==> config.mk <==
export PLATFORM = sky130hd
export DESIGN_NAME = pva_ctrl
export DESIGN_NICKNAME = d
export VERILOG_FILES = /design/src/rtl/core/pva_pkg.sv /design/src/rtl/core/pva_ctrl.sv
export SDC_FILE = /design/constraint.sdc
export NUM_CORES = 1
export LEC_CHECK = 0
export BUFFER_PORTS_ARGS = -buffer_cell sky130_fd_sc_hd__buf_4
export CAP_MARGIN = 20
export CORE_MARGIN = 8
export CORE_UTILIZATION = 47
export DETAILED_ROUTE_END_ITERATION = 8
export MAX_ROUTING_LAYER = met4
export PLACE_DENSITY = 0.87
export SKIP_CTS_REPAIR_TIMING = 1
export SYNTH_ARGS = -nofsm -noshare
export SYNTH_HDL_FRONTEND = slang
export SYNTH_SLANG_ARGS = --single-unit
==> constraint.sdc <==
create_clock -name clk -period 4.05 [get_ports clk]
set_input_delay 0.405 -clock clk [delete_from_list [all_inputs] [get_ports clk]]
set_output_delay 0.405 -clock clk [all_outputs]
set_load 0.1 [all_outputs]
==> src/rtl/core/pva_pkg.sv <==
`timescale 1ns / 1ps
// ----------------------------------------------------------------------------
// pva_pkg
// Shared types and constants for the polyphonic voice allocator.
// ----------------------------------------------------------------------------
package pva_pkg;

    localparam int VOICE_SLOTS = 16;
    localparam int VOICE_W    = (VOICE_SLOTS > 1) ? $clog2(VOICE_SLOTS) : 1;
    localparam int CNT_W      = $clog2(VOICE_SLOTS + 1);

    localparam int CMD_W      = 2;
    localparam int NOTE_W     = 7;
    localparam int VEL_W      = 7;
    localparam int VID_W      = 4;
    localparam int ASSIGN_W   = 4;
    localparam int MASK_W     = 16;
    localparam int POL_W      = 2;
    localparam int CFG_W      = 5;
    localparam int CFG_IDX_W  = 1;
    localparam int BIRTH_W    = 32;
    localparam int SCORE_W    = 34;

    localparam logic [CFG_IDX_W-1:0] REG_STEAL_POLICY = 1'b0;
    localparam logic [CFG_IDX_W-1:0] REG_VOICE_COUNT  = 1'b1;

    localparam logic [POL_W-1:0] POL_RESET = 2'd3;

    typedef enum logic [CMD_W-1:0] {
        CMD_NOTE_ON    = 2'd0,
        CMD_NOTE_OFF   = 2'd1,
        CMD_VOICE_DONE = 2'd2
    } cmd_t;

    typedef enum logic [POL_W-1:0] {
        POL_HIGHEST = 2'd0,
        POL_LOWEST  = 2'd1,
        POL_NEWEST  = 2'd2,
        POL_OLDEST  = 2'd3
    } policy_t;

    typedef enum logic [1:0] {
        ST_IDLE,
        ST_SCAN,
        ST_COMMIT
    } state_t;

    // search token handed from cell to cell
    typedef struct packed {
        logic                      valid;
        logic                      done;
        logic                      idle;
        logic                      have_best;
        logic signed [SCORE_W-1:0] best_score;
        logic [VOICE_W-1:0]        best_idx;
        logic [CNT_W-1:0]          remaining;
    } token_t;

    // updates broadcast from the controller to every cell
    typedef struct packed {
        logic               clear;
        logic               note_on;
        logic               note_off;
        logic               vdone;
        logic [VOICE_W-1:0] idx;
        logic [NOTE_W-1:0]  note;
        logic [POL_W-1:0]   policy;
        logic [BIRTH_W-1:0] counter;
    } bcast_t;

endpackage

==> src/rtl/core/pva_ctrl.sv <==
`timescale 1ns / 1ps
// ----------------------------------------------------------------------------
// pva_ctrl
// Command sequencer: takes input beats, launches the voice search, commits
// the chosen update to the cells and holds the result beat.
// ----------------------------------------------------------------------------
module pva_ctrl (
    input  logic                            clk,
    input  logic                            rst_n,
    input  logic                            in_valid,
    output logic                            in_ready,
    input  logic [pva_pkg::CMD_W-1:0]       command,
    input  logic [pva_pkg::NOTE_W-1:0]      note,
    input  logic [pva_pkg::VEL_W-1:0]       velocity,
    input  logic [pva_pkg::VID_W-1:0]       voice_id,
    output logic                            out_valid,
    input  logic                            out_ready,
    output logic [pva_pkg::ASSIGN_W-1:0]    assigned_voice,
    output logic                            stole_voice,
    output logic                            start_valid,
    output logic [pva_pkg::NOTE_W-1:0]      out_note,
    output logic [pva_pkg::VEL_W-1:0]       out_velocity,
    output logic [pva_pkg::MASK_W-1:0]      released_mask,
    input  logic                            cfg_we,
    input  logic [pva_pkg::CFG_IDX_W-1:0]   cfg_index,
    input  logic [pva_pkg::CFG_W-1:0]       cfg_data,
    input  pva_pkg::token_t                 scan_res,
    input  logic [pva_pkg::VOICE_SLOTS-1:0] rel_mask,
    output pva_pkg::bcast_t                 bc,
    output logic                            launch,
    output pva_pkg::token_t                 launch_tok,
    output logic [pva_pkg::VOICE_W-1:0]     start_idx,
    output logic [pva_pkg::CNT_W-1:0]       count
);

    pva_pkg::state_t                 state_reg;
    pva_pkg::state_t                 state_next;

    logic [pva_pkg::POL_W-1:0]       policy_reg;
    logic [pva_pkg::CNT_W-1:0]       count_reg;
    logic [pva_pkg::CNT_W-1:0]       count_next;
    logic [pva_pkg::BIRTH_W-1:0]     counter_reg;
    logic [pva_pkg::VOICE_W-1:0]     start_reg;

    logic [pva_pkg::CMD_W-1:0]       cmd_reg;
    logic [pva_pkg::NOTE_W-1:0]      note_reg;
    logic [pva_pkg::VEL_W-1:0]       vel_reg;
    logic [pva_pkg::VID_W-1:0]       vid_reg;
    logic [pva_pkg::VOICE_W-1:0]     chosen_reg;
    logic                            stole_reg;

    logic                            out_valid_reg;
    logic [pva_pkg::ASSIGN_W-1:0]    assigned_reg;
    logic                            stole_out_reg;
    logic                            start_reg_out;
    logic [pva_pkg::NOTE_W-1:0]      out_note_reg;
    logic [pva_pkg::VEL_W-1:0]       out_vel_reg;
    logic [pva_pkg::MASK_W-1:0]      mask_reg;

    logic                            accept;
    logic                            out_free;
    logic                            commit;
    logic                            is_on;
    logic                            is_off;
    logic                            vid_ok;
    logic                            cfg_count_wr;

    assign accept       = in_valid && in_ready;
    assign out_free     = !out_valid_reg || out_ready;
    assign is_on        = (cmd_reg == pva_pkg::CMD_NOTE_ON);
    assign is_off       = (cmd_reg == pva_pkg::CMD_NOTE_OFF);
    assign vid_ok       = (cmd_reg == pva_pkg::CMD_VOICE_DONE)
                          && (int'(vid_reg) < int'(count_reg));
    assign cfg_count_wr = cfg_we && (cfg_index == pva_pkg::REG_VOICE_COUNT);

    assign start_idx = (int'(start_reg) >= int'(count_reg)) ? '0 : start_reg;
    assign count     = count_reg;

    assign out_valid      = out_valid_reg;
    assign assigned_voice = assigned_reg;
    assign stole_voice    = stole_out_reg;
    assign start_valid    = start_reg_out;
    assign out_note       = out_note_reg;
    assign out_velocity   = out_vel_reg;
    assign released_mask  = mask_reg;

    // clamp of a written voice count
    always_comb
    begin
        if (cfg_data == '0)
        begin
            count_next = pva_pkg::CNT_W'(1);
        end
        else if (int'(cfg_data) > pva_pkg::VOICE_SLOTS)
        begin
            count_next = pva_pkg::CNT_W'(pva_pkg::VOICE_SLOTS);
        end
        else
        begin
            count_next = pva_pkg::CNT_W'(cfg_data);
        end
    end

    // next state
    always_comb
    begin
        state_next = state_reg;
        unique case (state_reg)
            pva_pkg::ST_IDLE:
            begin
                if (accept)
                begin
                    state_next = (command == pva_pkg::CMD_NOTE_ON) ?
                                 pva_pkg::ST_SCAN : pva_pkg::ST_COMMIT;
                end
            end
            pva_pkg::ST_SCAN:
            begin
                if (scan_res.valid)
                begin
                    state_next = pva_pkg::ST_COMMIT;
                end
            end
            pva_pkg::ST_COMMIT:
            begin
                if (out_free)
                begin
                    state_next = pva_pkg::ST_IDLE;
                end
            end
            default: state_next = pva_pkg::ST_IDLE;
        endcase
    end

    // outputs
    always_comb
    begin
        in_ready = 1'b0;
        commit   = 1'b0;
        unique case (state_reg)
            pva_pkg::ST_IDLE:   in_ready = 1'b1;
            pva_pkg::ST_SCAN:   in_ready = 1'b0;
            pva_pkg::ST_COMMIT: commit   = out_free;
            default:            in_ready = 1'b0;
        endcase
    end

    assign launch = accept && (command == pva_pkg::CMD_NOTE_ON);

    always_comb
    begin
        launch_tok           = '0;
        launch_tok.valid     = 1'b1;
        launch_tok.remaining = count_reg;
    end

    always_comb
    begin
        bc          = '0;
        bc.clear    = cfg_count_wr;
        bc.note_on  = commit && is_on;
        bc.note_off = commit && is_off;
        bc.vdone    = commit && vid_ok;
        bc.idx      = is_on ? chosen_reg : pva_pkg::VOICE_W'(vid_reg);
        bc.note     = note_reg;
        bc.policy   = policy_reg;
        bc.counter  = counter_reg;
    end

    always_ff @(posedge clk or negedge rst_n)
    begin
        if (!rst_n)
        begin
            state_reg     <= pva_pkg::ST_IDLE;
            policy_reg    <= pva_pkg::POL_RESET;
            count_reg     <= pva_pkg::CNT_W'(pva_pkg::VOICE_SLOTS);
            counter_reg   <= '0;
            start_reg     <= '0;
            out_valid_reg <= 1'b0;
        end
        else
        begin
            state_reg <= state_next;
            if (cfg_we && (cfg_index == pva_pkg::REG_STEAL_POLICY))
            begin
                policy_reg <= cfg_data[pva_pkg::POL_W-1:0];
            end
            if (cfg_count_wr)
            begin
                count_reg   <= count_next;
                counter_reg <= '0;
                start_reg   <= '0;
            end
            else if (commit && is_on)
            begin
                counter_reg <= counter_reg + pva_pkg::BIRTH_W'(1);
                start_reg   <= chosen_reg;
            end
            if (commit)
            begin
                out_valid_reg <= 1'b1;
            end
            else if (out_ready)
            begin
                out_valid_reg <= 1'b0;
            end
        end
    end

    // payload registers
    always_ff @(posedge clk)
    begin
        if (accept)
        begin
            cmd_reg  <= command;
            note_reg <= note;
            vel_reg  <= velocity;
            vid_reg  <= voice_id;
        end
        if ((state_reg == pva_pkg::ST_SCAN) && scan_res.valid)
        begin
            chosen_reg <= scan_res.best_idx;
            stole_reg  <= !scan_res.idle;
        end
        if (commit)
        begin
            assigned_reg  <= is_on ? pva_pkg::ASSIGN_W'(chosen_reg) : '0;
            stole_out_reg <= is_on && stole_reg;
            start_reg_out <= is_on;
            out_note_reg  <= is_on ? note_reg : '0;
            out_vel_reg   <= is_on ? vel_reg : '0;
            mask_reg      <= is_off ? pva_pkg::MASK_W'(rel_mask) : '0;
        end
    end

    a_scan_only_in_scan: assert property (@(posedge clk) disable iff (!rst_n)
        scan_res.valid |-> state_reg == pva_pkg::ST_SCAN)
        else $error("search result outside scan");

    a_commit_loads_out: assert property (@(posedge clk) disable iff (!rst_n)
        commit |=> out_valid_reg)
        else $error("commit did not load result beat");

    a_count_range: assert property (@(posedge clk) disable iff (!rst_n)
        (count_reg != '0) && (int'(count_reg) <= pva_pkg::VOICE_SLOTS))
        else $error("voice count out of range");

endmodule

-- Word level (Yosys, flattened, before mapping)
Index checks and enable logic that the tools add are counted.
- flip-flop bits (word level): 107
- bits in latches: 0
- bits in writable memories: 0
- memory bits (read-only): 0
- bits of input ports: 94
- output and inout bits: 144
- logic and storage cells: 67
- memories: 0
- add/subtract/negate cells: 1
- multiply operators: 0
- divide/modulo/power cells: 0
- magnitude comparators: 3
- equal/unequal tests: 7
- shift operators: 0
- mux-type cells: 17
- bitwise logic cells: 1
- reductions and logical operators: 20
- operator list (cell ; number):
    two-way mux 32 bit ; 2
    adder 32 x 1 -> 32 bit (second input constant) ; 1
    two-way mux 4 bit ; 4
    logical AND 1 bit ; 10
    two-way mux 5 bit ; 2
    two-way mux 2 bit ; 4
    zero test 2 bit ; 3
    != test 2 bit (second input constant) ; 3
    one-hot mux 2 bit (3 select lines) ; 1
    >= comparator 4 x 5 -> 1 bit ; 1
    greater-than comparator 5 bit (second input constant) ; 1
    zero test 5 bit ; 1
    < comparator 4 x 5 -> 1 bit ; 1
    == test 2 x 1 -> 1 bit (second input constant) ; 2
    == test 2 bit (second input constant) ; 2
    two-way mux 1 bit ; 4
    nonzero test 2 bit ; 2
    AND reduction 3 bit ; 1
    zero test 1 bit ; 2
    logical OR 1 bit ; 1
    NOT 1 bit ; 1

-- Longest topological paths before layout
- depth in word-level cells: 6
- depth in mapped cells: 8

-- Worst setup path after synthesis
Ideal clock, no wire load.
- path type: reg-to-output
- from: reg out_valid_reg, in the netlist out_valid
- to: out bc[46] in the netlist's numbering
- data arrival time: 3941 ps
- required time: 3645 ps
- path slack: -296 ps
- stages on the path, launching flop included: 3
- cell sequence: dfrtp_1 > nor2b_1 > nor4_1
- RTL lines (what ; RTL line ; RTL):
    start, declared ; pva_ctrl.sv:52 ; logic out_valid_reg;
    start signal, assigned ; pva_ctrl.sv:179 ; out_valid_reg <= 1'b0;
    start signal, assigned ; pva_ctrl.sv:201 ; out_valid_reg <= 1'b1;
    start signal, assigned ; pva_ctrl.sv:205 ; out_valid_reg <= 1'b0;
    end, declared ; pva_ctrl.sv:29 ; output pva_pkg::bcast_t bc,

==> impl_results.md <==
- Async S/R FF share, synth: 43.0%
- Critical Path AT: ~2500 ps
- CP Buf/Inv Count: 3
- Initial antenna violation count: 0
- Seq. cell area: 0.00299 mm2
- Clk pwr share: between 20% and 30%
- CTS tree: built
- DRC violations left: 0
- Register bit count reported by yosys: 107
- Layout cell share with drive strength beyond 1: 31.7%
- Avg WL per Cell: 17.3 um
- Yosys warns: 0
- Syn avg cell area: 11.6 um2
- Synthesized area: 0.00499 mm2
- TritonRoute pass-1 iters: 4
- Data required time of the worst path: ~3600 ps
- Final worst path period share: 70.8%
- Non-Filler Instances: 719
- DP HPWL: 9460 um
- Chip width: approximately 120 um
- Largest net degree at the start of global routing: 47
- Switching share of total power: 46.0%
- Multi-input logic area: 0.00170 mm2
- Nets: 680
- Internal power: 1.80 mW
- N_diodes: 0
- Reg-to-Reg Start: cmd_reg[1]
- H-tree depth: 3
- Clk sinks: approximately 110
- Detailed Route WL: 12400 um
- I/O pins: 238
- Sum of negative setup slack: 0 ps
- Flop pwr share: approximately two fifths
- Die height: around 120 um
- Inst Count DP: 703
- R2R cell count: 6
- Largest stage delay on the critical path: 410 ps
- EDFF count, synth: 61
- Worst-Skew Late Latency: about 370 ps
- Post-DRT Antenna Nets: 0
- R2r endpoint: counter_reg[27]
- CP Cell Sequence: or2_1 -> clkinv_4 -> nand3_1 -> clkinv_1 -> buf_4
- Critical path peak fanout: 22
- Max FFs per register: 32
- Worst Skew: between 15 and 20 ps
- TritonCTS buffer count: 9
- CP startpoint kind: flop
- Top_reg_cell synth: edfxtp_1
- Minimum clock period: 2870 ps
- Worst-case clock buffer depth: 2
- Max-Slew Margin vs Limit: approximately 33%
- Setup WS post-layout: 1180 ps
- Syn-to-layout area delta: 26.0%
- PwrDens: 532 mW/mm2
- Vias in the first global route: between 3k and 4k
- Core area: 0.0103 mm2
- Max cap viols: 0
- P_sw: 1.54 mW
- First-pass GRT wire length: about 19000 um
- Gate power share: 39.5%
- Slowest CP cell: edfxtp_1
- Distinct cell type count after synthesis: 44
- Crit. End Element: output port
- DR vias: ~3.6k
- RSZ-0062 raised after global routing: no
- Layout fillers: 808
- Final hold slack: 37.9 ps
- CTS clk-pin slew, worst paths: roughly 100 ps
- Total track usage: around 17%
- Least-Margin Pin Slew: between 900 and 1000 ps
- Setup Crit Path Kind: reg -> out
- Final hold vios: 0
- # rows: 37
- Setup slack at placement: about 1500 ps
- Starting Density: 48.3%
- Hold crit path type: in -> async
- Leak: 2.78 nW
- Cell family contributing the most delay on the critical path: buffers and inverters
- Max Clock Freq: 0.349 GHz
- R2R Setup Slk: approximately 1700 ps
- Die area: 0.0142 mm2
- Most frequent cells in the layout: 156 x buf_4, 61 x edfxtp_1, 43 x dfrtp_1
- Slew Limit Fails: 0
- Routability cong.: between 0.8 and 0.9
- Max VDD drop: 0.347 mV
- Most common cell after layout, fill and taps aside: buf_4
- GRT overflow: 0
- # setup viols final: 0
- Root Buffer: clkbuf_8
- Post-synthesis sequential area ratio: 59.9%
- Cells after Synth: 429
- Initial DRC Count: 185
- Vias per cell: 5.05
- Status: finished clean
- Port Buffers: 154
power groups by stage:
stage / sequential, mW / clock [mW] / combinational, mW
finish: 1.34 / 0.681 / 1.32
global route: 1.36 / 0.732 / 1.36
CTS: 1.34 / 0.697 / 1.33
detailed placement: 1.37 / 0 / 1.32
global placement: 1.36 / 0 / 1.31
floorplan: 1.92 / 0 / 0.533
synth_stat cells, types with 4 or more instances:
master,count,area [um2]
nand2b_1,6,37.5
and3_1,7,43.8
clkbuf_1,8,30.0
nor2_1,26,97.6
dfrtp_1,43,1080
ha_1,8,100
and2_1,36,225
o21ai_0,14,70.1
xnor2_1,5,43.8
nand2_1,30,113
a21o_1,6,45.0
nand3b_1,4,30.0
or4_1,4,30.0
nand3_1,16,80.1
nor4_1,4,25.0
edfxtp_1,61,1830
xor2_1,12,105
or3_1,10,62.6
nor3_1,7,35.0
buf_4,48,360
o31ai_1,5,37.5
inv_1,10,37.5
a21oi_1,22,110
nand4_1,7,43.8
worst register-to-register path: stages, from the launching register on:
cell      delay, ps
edfxtp_1        450
or2_1           390
clkinv_4        200
a31oi_4         120
or4_1           590
or4_1           420
a21oi_1         150
per-stage QoR:
| step | cell area (um2) | util [%] | power (mW) |
|---|---|---|---|
| 6_report | 6280 | 60.9 | 3.34 |
| 3_5_place_dp | 6080 | 58.9 | 2.69 |
| 2_1_floorplan | 5150 | - | 2.46 |
| 5_1_grt | 6280 | 60.9 | 3.45 |
| 3_3_place_gp | 6080 | 58.9 | 2.67 |
| 4_1_cts | 6280 | 60.9 | 3.37 |
layer usage:
| layer | vias up | GRT usage [%] | routed length [um] |
|---|---|---|---|
| met4 | 0 | 8.30 | 410 |
| met3 | 31 | 4.39 | 779 |
| li1 | 1706 | - | - |
| met2 | 151 | 29.4 | 6430 |
| met1 | 1741 | 19.0 | 4810 |
| met5 | - | - | 0 |
logic make-up (layout without fill, tap and decap cells):
| kind of cell | Yosys count | in the layout | synth area share, % |
|---|---|---|---|
| adders and majority gates | 8 | 8 | 2.01 |
| buffers and inverters | 71 | 185 | 9.36 |
| AOI/OAI and AO/OA | 52 | 52 | 6.47 |
| other | 2 | 42 | 0.151 |
| DFF | 107 | 107 | 59.9 |
| xor gates and xnor gates | 17 | 17 | 2.98 |
| muxes | 3 | 3 | 0.677 |
| and+or+nand+nor | 169 | 169 | 18.5 |
worst max path at each step:
stage                    start      to  slack, ps  cells past startpoint
finish              cmd_reg[1]  bc[47]       1180                      5
global route        cmd_reg[1]  bc[47]        960                      5
detailed placement  cmd_reg[1]  bc[47]       1530                      5
CTS                 cmd_reg[1]  bc[47]       1110                      5
floorplan            out_valid  bc[45]        600                      3
global placement    cmd_reg[1]  bc[47]       1570                      5
area by class of cell:
cell class	count	share of cell area (%)
inverter	13	0.856
timing repair buffer	156	18.6
clock inverter	7	1.27
sequential	107	47.5
multi-input combinational	291	27.0
tap	136	2.71
clock buffer	9	1.97
Note: power is estimated with default switching activity, not from simulation.
