--- src/rtl/core/pva_pkg.sv ---
`timescale 1ns / 1ps
// ----------------------------------------------------------------------------
// pva_pkg
// Shared types and constants for the polyphonic voice allocator.
// ----------------------------------------------------------------------------
package pva_pkg;

    localparam int VOICE_SLOTS = 16;
    localparam int VOICE_W    = (VOICE_SLOTS > 1) ? $clog2(VOICE_SLOTS) : 1;
    localparam int CNT_W      = $clog2(VOICE_SLOTS + 1);

    localparam int CMD_W      = 2;
    localparam int NOTE_W     = 7;
    localparam int VEL_W      = 7;
    localparam int VID_W      = 4;
    localparam int ASSIGN_W   = 4;
    localparam int MASK_W     = 16;
    localparam int POL_W      = 2;
    localparam int CFG_W      = 5;
    localparam int CFG_IDX_W  = 1;
    localparam int BIRTH_W    = 32;
    localparam int SCORE_W    = 34;

    localparam logic [CFG_IDX_W-1:0] REG_STEAL_POLICY = 1'b0;
    localparam logic [CFG_IDX_W-1:0] REG_VOICE_COUNT  = 1'b1;

    localparam logic [POL_W-1:0] POL_RESET = 2'd3;

    typedef enum logic [CMD_W-1:0] {
        CMD_NOTE_ON    = 2'd0,
        CMD_NOTE_OFF   = 2'd1,
        CMD_VOICE_DONE = 2'd2
    } cmd_t;

    typedef enum logic [POL_W-1:0] {
        POL_HIGHEST = 2'd0,
        POL_LOWEST  = 2'd1,
        POL_NEWEST  = 2'd2,
        POL_OLDEST  = 2'd3
    } policy_t;

    typedef enum logic [1:0] {
        ST_IDLE,
        ST_SCAN,
        ST_COMMIT
    } state_t;

    // search token handed from cell to cell
    typedef struct packed {
        logic                      valid;
        logic                      done;
        logic                      idle;
        logic                      have_best;
        logic signed [SCORE_W-1:0] best_score;
        logic [VOICE_W-1:0]        best_idx;
        logic [CNT_W-1:0]          remaining;
    } token_t;

    // updates broadcast from the controller to every cell
    typedef struct packed {
        logic               clear;
        logic               note_on;
        logic               note_off;
        logic               vdone;
        logic [VOICE_W-1:0] idx;
        logic [NOTE_W-1:0]  note;
        logic [POL_W-1:0]   policy;
        logic [BIRTH_W-1:0] counter;
    } bcast_t;

endpackage

--- src/rtl/core/pva_cell.sv ---
`timescale 1ns / 1ps
// ----------------------------------------------------------------------------
// pva_cell
// One voice slot: holds the voice state, scores it against the passing
// search token and hands the token on to the next slot.
// ----------------------------------------------------------------------------
module pva_cell (
    input  logic                         clk,
    input  logic                         rst_n,
    input  logic [pva_pkg::VOICE_W-1:0]  my_idx,
    input  logic                         active,
    input  pva_pkg::token_t              tok_in,
    input  pva_pkg::bcast_t              bc,
    output pva_pkg::token_t              tok_out,
    output logic                         rel_hit
);

    logic                               sounding_reg;
    logic                               sounding_next;
    logic                               held_reg;
    logic                               held_next;
    logic [pva_pkg::NOTE_W-1:0]         note_reg;
    logic [pva_pkg::NOTE_W-1:0]         note_next;
    logic [pva_pkg::BIRTH_W-1:0]        birth_reg;
    pva_pkg::token_t                    tok_reg;
    pva_pkg::token_t                    tok_next;

    logic [pva_pkg::BIRTH_W-1:0]        age;
    logic signed [pva_pkg::SCORE_W-1:0] base;
    logic signed [pva_pkg::SCORE_W-1:0] score;
    logic                               hit_idx;

    assign hit_idx = (bc.idx == my_idx);
    assign rel_hit = active && sounding_reg && held_reg && (note_reg == bc.note);
    assign tok_out = tok_reg;

    // steal score of this voice
    always_comb
    begin
        age = bc.counter - birth_reg;
        case (bc.policy)
            pva_pkg::POL_HIGHEST: base = -$signed(pva_pkg::SCORE_W'(note_reg));
            pva_pkg::POL_LOWEST:  base = $signed(pva_pkg::SCORE_W'(note_reg));
            pva_pkg::POL_NEWEST:  base = -$signed(pva_pkg::SCORE_W'(age));
            default:              base = $signed(pva_pkg::SCORE_W'(age));
        endcase
        score = base + $signed(pva_pkg::SCORE_W'(!held_reg));
    end

    // token processing
    always_comb
    begin
        tok_next = '0;
        if (active && tok_in.valid && !tok_in.done)
        begin
            tok_next = tok_in;
            if (!sounding_reg)
            begin
                tok_next.done     = 1'b1;
                tok_next.idle     = 1'b1;
                tok_next.best_idx = my_idx;
            end
            else
            begin
                if (!tok_in.have_best || (score > tok_in.best_score))
                begin
                    tok_next.have_best  = 1'b1;
                    tok_next.best_score = score;
                    tok_next.best_idx   = my_idx;
                end
                tok_next.remaining = tok_in.remaining - pva_pkg::CNT_W'(1);
                tok_next.done      = (tok_in.remaining == pva_pkg::CNT_W'(1));
            end
        end
    end

    // voice state updates
    always_comb
    begin
        sounding_next = sounding_reg;
        held_next     = held_reg;
        note_next     = note_reg;
        if (bc.clear)
        begin
            sounding_next = 1'b0;
            held_next     = 1'b0;
            note_next     = '0;
        end
        else if (bc.note_on && hit_idx)
        begin
            sounding_next = 1'b1;
            held_next     = 1'b1;
            note_next     = bc.note;
        end
        else if (bc.note_off && rel_hit)
        begin
            held_next = 1'b0;
        end
        else if (bc.vdone && hit_idx)
        begin
            sounding_next = 1'b0;
            held_next     = 1'b0;
        end
    end

    always_ff @(posedge clk or negedge rst_n)
    begin
        if (!rst_n)
        begin
            sounding_reg <= 1'b0;
            held_reg     <= 1'b0;
            note_reg     <= '0;
            tok_reg      <= '0;
        end
        else
        begin
            sounding_reg <= sounding_next;
            held_reg     <= held_next;
            note_reg     <= note_next;
            tok_reg      <= tok_next;
        end
    end

    always_ff @(posedge clk)
    begin
        if (bc.note_on && hit_idx)
        begin
            birth_reg <= bc.counter;
        end
    end

endmodule

--- config.mk ---
export PLATFORM = sky130hd
export DESIGN_NAME = pva_cell
export DESIGN_NICKNAME = d
export VERILOG_FILES = /design/src/rtl/core/pva_pkg.sv /design/src/rtl/core/pva_cell.sv
export SDC_FILE = /design/constraint.sdc
export NUM_CORES = 1
export LEC_CHECK = 0
export BUFFER_PORTS_ARGS = -buffer_cell sky130_fd_sc_hd__buf_4
export CORE_MARGIN = 2
export CORE_UTILIZATION = 30
export CTS_BUF_LIST = sky130_fd_sc_hd__clkbuf_4 sky130_fd_sc_hd__clkbuf_8
export DETAILED_ROUTE_END_ITERATION = 10
export MAX_ROUTING_LAYER = met4
export SLEW_MARGIN = 20
export SYNTH_ARGS = -nofsm -noshare
export SYNTH_HDL_FRONTEND = slang
export SYNTH_SLANG_ARGS = --single-unit
--- constraint.sdc ---
create_clock -name clk -period 8.7 [get_ports clk]
set_input_delay 1.74 -clock clk [delete_from_list [all_inputs] [get_ports clk]]
set_output_delay 1.74 -clock clk [all_outputs]
set_load 0.05 [all_outputs]
== Word-level counts from Yosys, hierarchy flattened ==
Cells that the tools add are included.

* Register bits after elaboration: 88
* Latch bits: 0
* Bits in writable memories: 0
* ROM bits: 0
* Logic and storage cells: 57
* Memories: 0

* Add/subtract/negate cells: 5
* Multiply operators: 0
* Div/mod/pow operators: 0
* Order comparisons: 1
* Equality and inequality tests: 6
* Shift-type cells: 0
* Multiplexer cells: 17
* Bitwise gates (word level): 0
* Reductions and logical operators: 17

{| class="wikitable"
|+ Operators with widths
! kind !! count
|-
| 34-bit case mux with 3 select lines || 1
|-
| 47-bit two-way mux || 1
|-
| 39-bit two-way mux || 1
|-
| 35-bit two-way mux || 1
|-
| 34-bit by 2-bit adder with 34-bit output || 1
|-
| 34-bit greater-than comparator || 1
|-
| 32-bit negator with 34-bit output || 1
|-
| 7-bit negator with 34-bit output || 1
|-
| 32-bit subtractor || 1
|-
| 7-bit two-way mux || 2
|-
| 1-bit two-way mux || 9
|-
| 1-bit logical AND || 8
|-
| 7-bit == test || 1
|-
| 5-bit by 1-bit == test with 1-bit output (second input constant) || 1
|-
| 5-bit two-way mux || 1
|-
| 5-bit by 1-bit subtractor with 5-bit output (second input constant) || 1
|-
| 4-bit == test || 1
|-
| 4-bit two-way mux || 1
|-
| 4-bit nonzero test || 1
|-
| 1-bit zero test || 3
|-
| 3-bit inequality test (second input constant) || 1
|-
| 3-bit nonzero test || 1
|-
| 2-bit by 1-bit == test with 1-bit output (second input constant) || 1
|-
| 2-bit == test (second input constant) || 1
|-
| 4 further kinds || 4
|}

== Longest topological paths before layout ==
Gate-level depths: netlist of the first run.

* Depth after elaboration: 9
* Mapped depth: 34

== Least setup slack after synthesis of the first run ==
No wires, ideal clock.

* Path type: input-to-reg
* From: in bc[0] (netlist name)
* To: reg tok_reg (netlist bit tok_out[14])
* Arrival: 8.140 ns
* Setup slack: 0.428 ns
* Cell stages on the path: 32
* Path through: inv_1 -> ha_1 -> inv_1 -> fa_1 -> a21oi_1 -> o211ai_4 -> a31o_1 -> or3_1 -> a32o_1 -> or4b_1 -> buf_2 -> o41a_1 -> o21ai_2 -> nand4_4 -> or4_4 -> nand3b_1 -> xor2_1 -> inv_1 -> ha_1 -> a21o_1 -> a2111oi_0 -> nand3_1 -> a21oi_1 -> o21ai_0 -> a31oi_1 -> a221oi_1 -> and2_1 -> clkbuf_1 -> clkbuf_8 -> clkbuf_1 -> a21oi_1 -> nor2_1

{| class="wikitable"
|+ RTL lines
! element !! line !! RTL
|-
| start, declared || pva_cell.sv:13 || <nowiki>input pva_pkg::bcast_t bc,</nowiki>
|-
| end signal, assigned || pva_cell.sv:120 || <nowiki>tok_reg <= tok_next;</nowiki>
|-
| end, declared || pva_cell.sv:25 || <nowiki>pva_pkg::token_t tok_reg;</nowiki>
|}

==> flow_summary.toml, run 1 <==
[status]
status = "finished clean"

[layout]
fin_cells = 1726
layout-drive-gt1-share = 0.2130
finalInstanceArea_sq_um = 11310
fillers = 3295
diodes = 0
layout.nets = 1495
synthToLayoutAreaGrowth_pct = 19.58
largest_reg_flops = 47

[critical_path]
crit_path_max_fanout = 6
crit_arrival_ns = 8.43
setup.worst_path.class = "input pin to register"
required_ns = 8.97
max_stage_delay_ns = 0.59
cp-end-kind = "register"
crit_start = "bc[0]"
crit_slowest_cell = "or4_4"
worstSetupStartpointType = "input pin"
rr_startpoint = "birth_reg[0]$_DFFE_PP_"

[synthesis]
ys.flop_type = "dfrtp_1"
avgSynthCellArea_sq_um = 8.064
synth.distinct_cells = 107
syn_inst = 1173
synth_nets = 1349
seq_area_frac_synth = 0.2497
ys_ff_latch = 88
async_reset_ff_frac = 0.6364
yosysWarningCount = 0
synth_area_leaders = "dfrtp_1 (15%), edfxtp_1 (10%), ha_1 (9.5%)"
synth_top_area_cell = "dfrtp_1"
netlist_area_sq_um = 9459
synth_edf_count = 32
yosysTopAreaCellShare = 0.1481

[placed_design]
finalWeightedCongestion = 0.9006
placed_area_sq_um = 11060
hpwl_um = 22520
pre_cts_ws_ns = -0.2977
portBuffers = 150
numPlacedInstances = 1708

[route]
met1_length_um = 13670
drtIter0Drc = 657
met2_length_um = 12780
firstDrtPassIters = 5
drc = 0
wl_per_cell_um = 16.25
wl_met3_um = 1003
routed_wl_um = 28050
ant_nets = 0
topRoutingLayerUsed = "met4"
vias = 9178
viasPerCell = 5.317

[floorplan]
pin_count = 151
fp.dieArea_sq_um = 32970
die_w_um = 181.6
die_y_um = 181.6
initial_core_util = 0.3021
coreArea_sq_um = 31310
rows = 65

[cts]
clock_sinks = 88
clkLatencyLatePin_ns = 0.39
cts_tree = "yes"
clockBufferDepth = 2
h-tree-depth = 3
cts_made_buffers = 9
clk_pin_slew_ns = 0.11
cts_root_buf = "clkbuf_8"

[sta]
rsz0062_at_grt = "no"
period_share = 0.9370
period_needed_ns = 8.152
fin_worst_skew_ns = 0.01164
setup_slack_ns = 0.5484
relSlewSlack = 0.2896
setup_viol = 0
finalHoldViolCount = 0
worst_pin_slew_ns = 1.057
max_freq_ghz = 0.1227
maxSlewViolCount = 0

[grt]
grt_pass1_wl_um = 45750
grt_max_degree = 57
grt-ovfl-total = 0
grt_pass1_vias = 8731
grt_usage = 0.1742
antenna_found_initial = 0

[pwr]
finalPower_mw = 1.274
p_sw_frac = 0.3952
p_seq_frac = 0.351
p_comb_frac = 0.422
p_leak_nw = 5.025
p_sw_mw = 0.5035
internal_power_mw = 0.7706
pwr-share-clk = 0.227
power_density_nw_per_um2 = 112.6
ir_drop_mv = 0.06227

[hold_path]
hp-class = "register to register"
min_from = "held_reg$_DFFE_PN0P_"

[job]
max_cap_violations = 0
==> cell type report <==
| class | instances | area [sq um] | share of cell area |
|---|---|---|---|
| clock inverter | 6 | 50.05 | 0.004425 |
| timing repair buffer | 199 | 1519 | 0.1343 |
| multi-input combinational | 929 | 6394 | 0.5653 |
| tap | 402 | 503.0 | 0.04447 |
| clock buffer | 10 | 137.6 | 0.01217 |
| sequential | 88 | 2362 | 0.2089 |
| inverter | 92 | 345.3 | 0.03053 |
==> through the flow <==
step / utilization / hold slack (ns) / setup TNS [ns]
after detailed placement: 0.3533 / 0.5800 / -7.771
after CTS: 0.3593 / 0.5966 / 0
final: 0.3612 / 0.5885 / 0
after global routing: 0.3612 / 0.6157 / 0
after floorplan: - / 0.5419 / 0
after global placement: 0.3533 / 0.5733 / -4.613
==> cells by family (layout without fill, tap and decap cells) <==
logic type,Yosys count,in the layout,share of synthesized area
compound gates,341,341,0.2594
xor+xnor,60,60,0.05556
fa+ha+maj,73,73,0.09735
buf+inv,156,307,0.07804
flops,88,88,0.2497
mux,16,16,0.01865
simple gates,439,439,0.2413
==> power by group through the flow <==
stage | sequential (mW) | combinational (mW) | clock [mW]
after global placement | 0.456 | 0.525 | 0
after detailed placement | 0.456 | 0.530 | 0
final | 0.447 | 0.538 | 0.290
after CTS | 0.447 | 0.533 | 0.306
after global routing | 0.448 | 0.597 | 0.319
after floorplan | 0.476 | 0.343 | 0
==> Yosys cell counts (all sizes together), types with 31 or more instances <==
master / n
nor2: 114
a21oi: 104
nand2: 92
inv: 89
ha: 72
dfrtp: 56
nor3: 46
clkbuf: 44
o21ai: 44
nand3: 40
edfxtp: 32
nand4: 31
xor2: 31
==> worst max-delay path: cells and delay by family <==
kind                     cells  cell delay [ns]
AO/OA/AOI/OAI               12             2.60
AND/OR/NAND/NOR              8             1.90
adder cells (fa/ha/maj)      3             0.90
multiplexers                 1             0.21
buffers and inverters        7             0.82
XOR/XNOR                     1             0.24
==> cell usage in the layout (no fill, tap or decap), drive strengths merged, types with 12 or more instances in the layout <==
cell type  count
edfxtp        32
inv           91
xnor2         29
nand2         92
xor2          31
nand3         40
a211oi        21
nand4         31
o31ai         15
and2          15
a21o          30
a21oi        104
o21ai         44
o211ai        24
dfrtp         56
mux2i         12
ha            72
buf          199
nor2         114
nor3          46
nor4          15
and3          17
a211o         12
or3           18
==> path summary, 6_finish.rpt <==
kind | endpoint | slack (ns) | cells after the start
worst max-delay path | tok_out[6]$_DFF_PN0_ | 0.55 | 32
worst min-delay path | held_reg$_DFFE_PN0P_ | 0.59 | 2
worst max register to register | tok_out[6]$_DFF_PN0_ | 1.72 | 30
worst min register to register | held_reg$_DFFE_PN0P_ | 0.59 | 2
max in group asynchronous | tok_out[32]$_DFF_PN0_ | 6.83 | 1
min in group asynchronous | note_reg[6]$_DFFE_PN0P_ | 1.37 | 1
==> per-layer routing <==
layer,vias to the layer above,track usage
met1,4289,0.2371
met3,33,0.01845
li1,4630,-
met4,0,0.05528
met5,-,-
met2,226,0.2716
==> what timing repair did <==
action                     4_1_cts  5_1_grt
setup endpoints to repair        0       38
hold buffers                     0        0
gates resized for setup          0        8
setup buffers                    0        2
Power figures use the tool's default switching activity.
==> inputs of run 2 (changes only) <==
--- a/config.mk
+++ b/config.mk
@@ -7,2 +7,3 @@
 export LEC_CHECK = 0
+export ABC_AREA = 1
 export BUFFER_PORTS_ARGS = -buffer_cell sky130_fd_sc_hd__buf_4
--- a/constraint.sdc
+++ b/constraint.sdc
@@ -3,2 +3,2 @@
 set_output_delay 1.74 -clock clk [all_outputs]
-set_load 0.05 [all_outputs]
+set_load 0.01 [all_outputs]
==> flow_summary.toml, run 2 <==
[status]
status = "finished clean"

[sta]
fin_tns_setup_ns = 0
period_share = 0.8317
worst_pin_slew_ns = 0.9696
rsz0062_at_grt = "no"
setup_viol = 0
fin_worst_skew_ns = 0.03094
period_needed_ns = 7.236
maxSlewViolCount = 0
setup_slack_ns = 1.464
max_freq_ghz = 0.1382
finalHoldViolCount = 0
relSlewSlack = 0.3529

[floorplan]
rows = 67
die_w_um = 187.7
fp.dieArea_sq_um = 35240
coreArea_sq_um = 33360
pin_count = 151
initial_core_util = 0.3035
die_y_um = 187.7

[route]
drtIter0Drc = 641
ant_nets = 0
firstDrtPassIters = 7
vias = 10296
wl_per_cell_um = 13.29
drc = 0
viasPerCell = 4.582
routed_wl_um = 29870

[layout]
final_common_cell = "nand2_1"
layout.nets = 1971
mostFrequentLayoutCells = "nand2_1 (497), inv_1 (311), buf_4 (156), nand3_1 (149), nor2_1 (126)"
synthToLayoutAreaGrowth_pct = 18.50
layout-drive-gt1-share = 0.1573
largest_reg_flops = 47
diodes = 0

[grt]
grt_pass1_wl_um = 49100
antenna_found_initial = 0
grt_usage = 0.1759
grt-ovfl-total = 0
grt_pass1_vias = 9729
grt_max_degree = 57

[synthesis]
yosysWarningCount = 0
synth.distinct_cells = 47
syn_inst = 1649
synth_common_cells = "nand2_1 (497), inv_1 (311), nand3_1 (149), nor2_1 (127), a21oi_1 (88)"
yosysTopAreaCellShare = 0.1843
synth_top_area_cell = "nand2_1"
avgSynthCellArea_sq_um = 6.140
synth_nets = 1825
netlist_area_sq_um = 10120
synth.most_common_cell = "nand2_1"
synth_edf_count = 32
synth_area_leaders = "nand2_1 (18%), dfrtp_1 (14%), inv_1 (12%)"
ys.flop_type = "dfrtp_1"
ys_ff_latch = 88
async_reset_ff_frac = 0.6364
seq_area_frac_synth = 0.2333

[placed_design]
pre_cts_ws_ns = 1.042
hpwl_um = 25230
portBuffers = 150
finalWeightedCongestion = 0.8804

[cts]
cts_root_buf = "clkbuf_8"
clock_sinks = 88
clkLatencyLatePin_ns = 0.42
clockBufferDepth = 2
post_cts_resize_count = 0
ctsHoldBuffers = 0
clk_pin_slew_ns = 0.09
h-tree-depth = 3
cts_tree = "yes"
cts_made_buffers = 9
postCtsSetupBuffers = 0

[critical_path]
setup.worst_path.class = "input pin to register"
worstSetupStartpointType = "input pin"
max_stage_delay_ns = 0.44
crit_arrival_ns = 7.52
crit_path_frequent_cell = "inv_1"
cp-end-kind = "register"
crit_path_max_fanout = 49
required_ns = 8.99
crit_slowest_cell = "fa_1"

[job]
max_cap_violations = 0

[pwr]
ir_drop_mv = 0.07189
p_leak_nw = 6.745
power_density_nw_per_um2 = 109.8

[hold_path]
hp-class = "register to register"
==> run 2: cell count changes in the layout (fill, tap and decap cells not counted), sizes merged, moves of 27 or more <==
cell,previous run,this run
a21o,30,1
nand3,40,163
nor3,46,19
inv,91,331
nor2,114,167
nand2,92,528
buf,199,157
==> run 2: power by group <==
group | total, mW | switching (mW) | internal, mW
combinational | 0.526 | 0.346 | 0.180
sequential | 0.447 | 0.00440 | 0.442
clock | 0.345 | 0.182 | 0.162
==> run 2: path summary, 6_finish.rpt <==
path / slack, ns / endpoint / depth (start not counted) / startpoint
max in group asynchronous: 6.84 / tok_out[44]$_DFF_PN0_ / 1 / rst_n
min reg2reg: 0.58 / held_reg$_DFFE_PN0P_ / 2 / held_reg$_DFFE_PN0P_
min in group asynchronous: 1.38 / tok_out[8]$_DFF_PN0_ / 1 / rst_n
min: 0.58 / held_reg$_DFFE_PN0P_ / 2 / held_reg$_DFFE_PN0P_
max reg2reg: 2.50 / tok_out[24]$_DFF_PN0_ / 43 / birth_reg[0]$_DFFE_PP_
max: 1.46 / tok_out[24]$_DFF_PN0_ / 45 / bc[0]
==> run 2: cell type report <==
class | count | area [sq um]
inverter | 331 | 1242
timing repair buffer | 157 | 1191
multi-input combinational | 1208 | 6429
clock inverter | 6 | 88.84
fill | 3704 | 21370
sequential | 88 | 2362
tap | 448 | 560.5
clock buffer | 9 | 123.9
==> run 2: cell families (layout without fill, tap and decap cells) <==
kind of cell               Yosys count  after routing  share of synthesized area
adders and majority gates           73             73                    0.09095
buffers and inverters              353            503                     0.1325
and+or+nand+nor                    931            931                     0.4250
xor gates and xnor gates            32             32                    0.02768
DFF                                 88             88                     0.2333
AOI/OAI and AO/OA                  172            172                    0.09058
==> run 2: stage by stage <==
stage	utilization	hold WS, ns	instances	cell area [sq um]	total power [mW]
after floorplan	-	0.5121	1649	10120	0.8179
after global placement	0.3526	0.5715	2231	11770	0.9752
after detailed placement	0.3526	0.5746	2231	11770	0.9800
after CTS	0.3590	0.5915	2246	11980	1.334
after global routing	0.3596	0.6214	2247	12000	1.422
final	0.3596	0.5781	2247	12000	1.318
==> run 2: routing by layer <==
metal | vias to the layer above | share of wire | wire length, um | GRT usage
met5 | - | 0 | 0 | -
met4 | 0 | 0.014 | 416 | 0.03876
met3 | 22 | 0.048 | 1419 | 0.02845
met2 | 232 | 0.43 | 12790 | 0.2702
met1 | 4544 | 0.51 | 15240 | 0.2426
li1 | 5498 | - | - | -
==> run 2: worst max-delay path: cells and delay by family <==
kind,cells,cell delay [ns]
compound gates,7,0.95
fa+ha+maj,4,1.12
buf+inv,13,1.39
simple gates,21,2.34
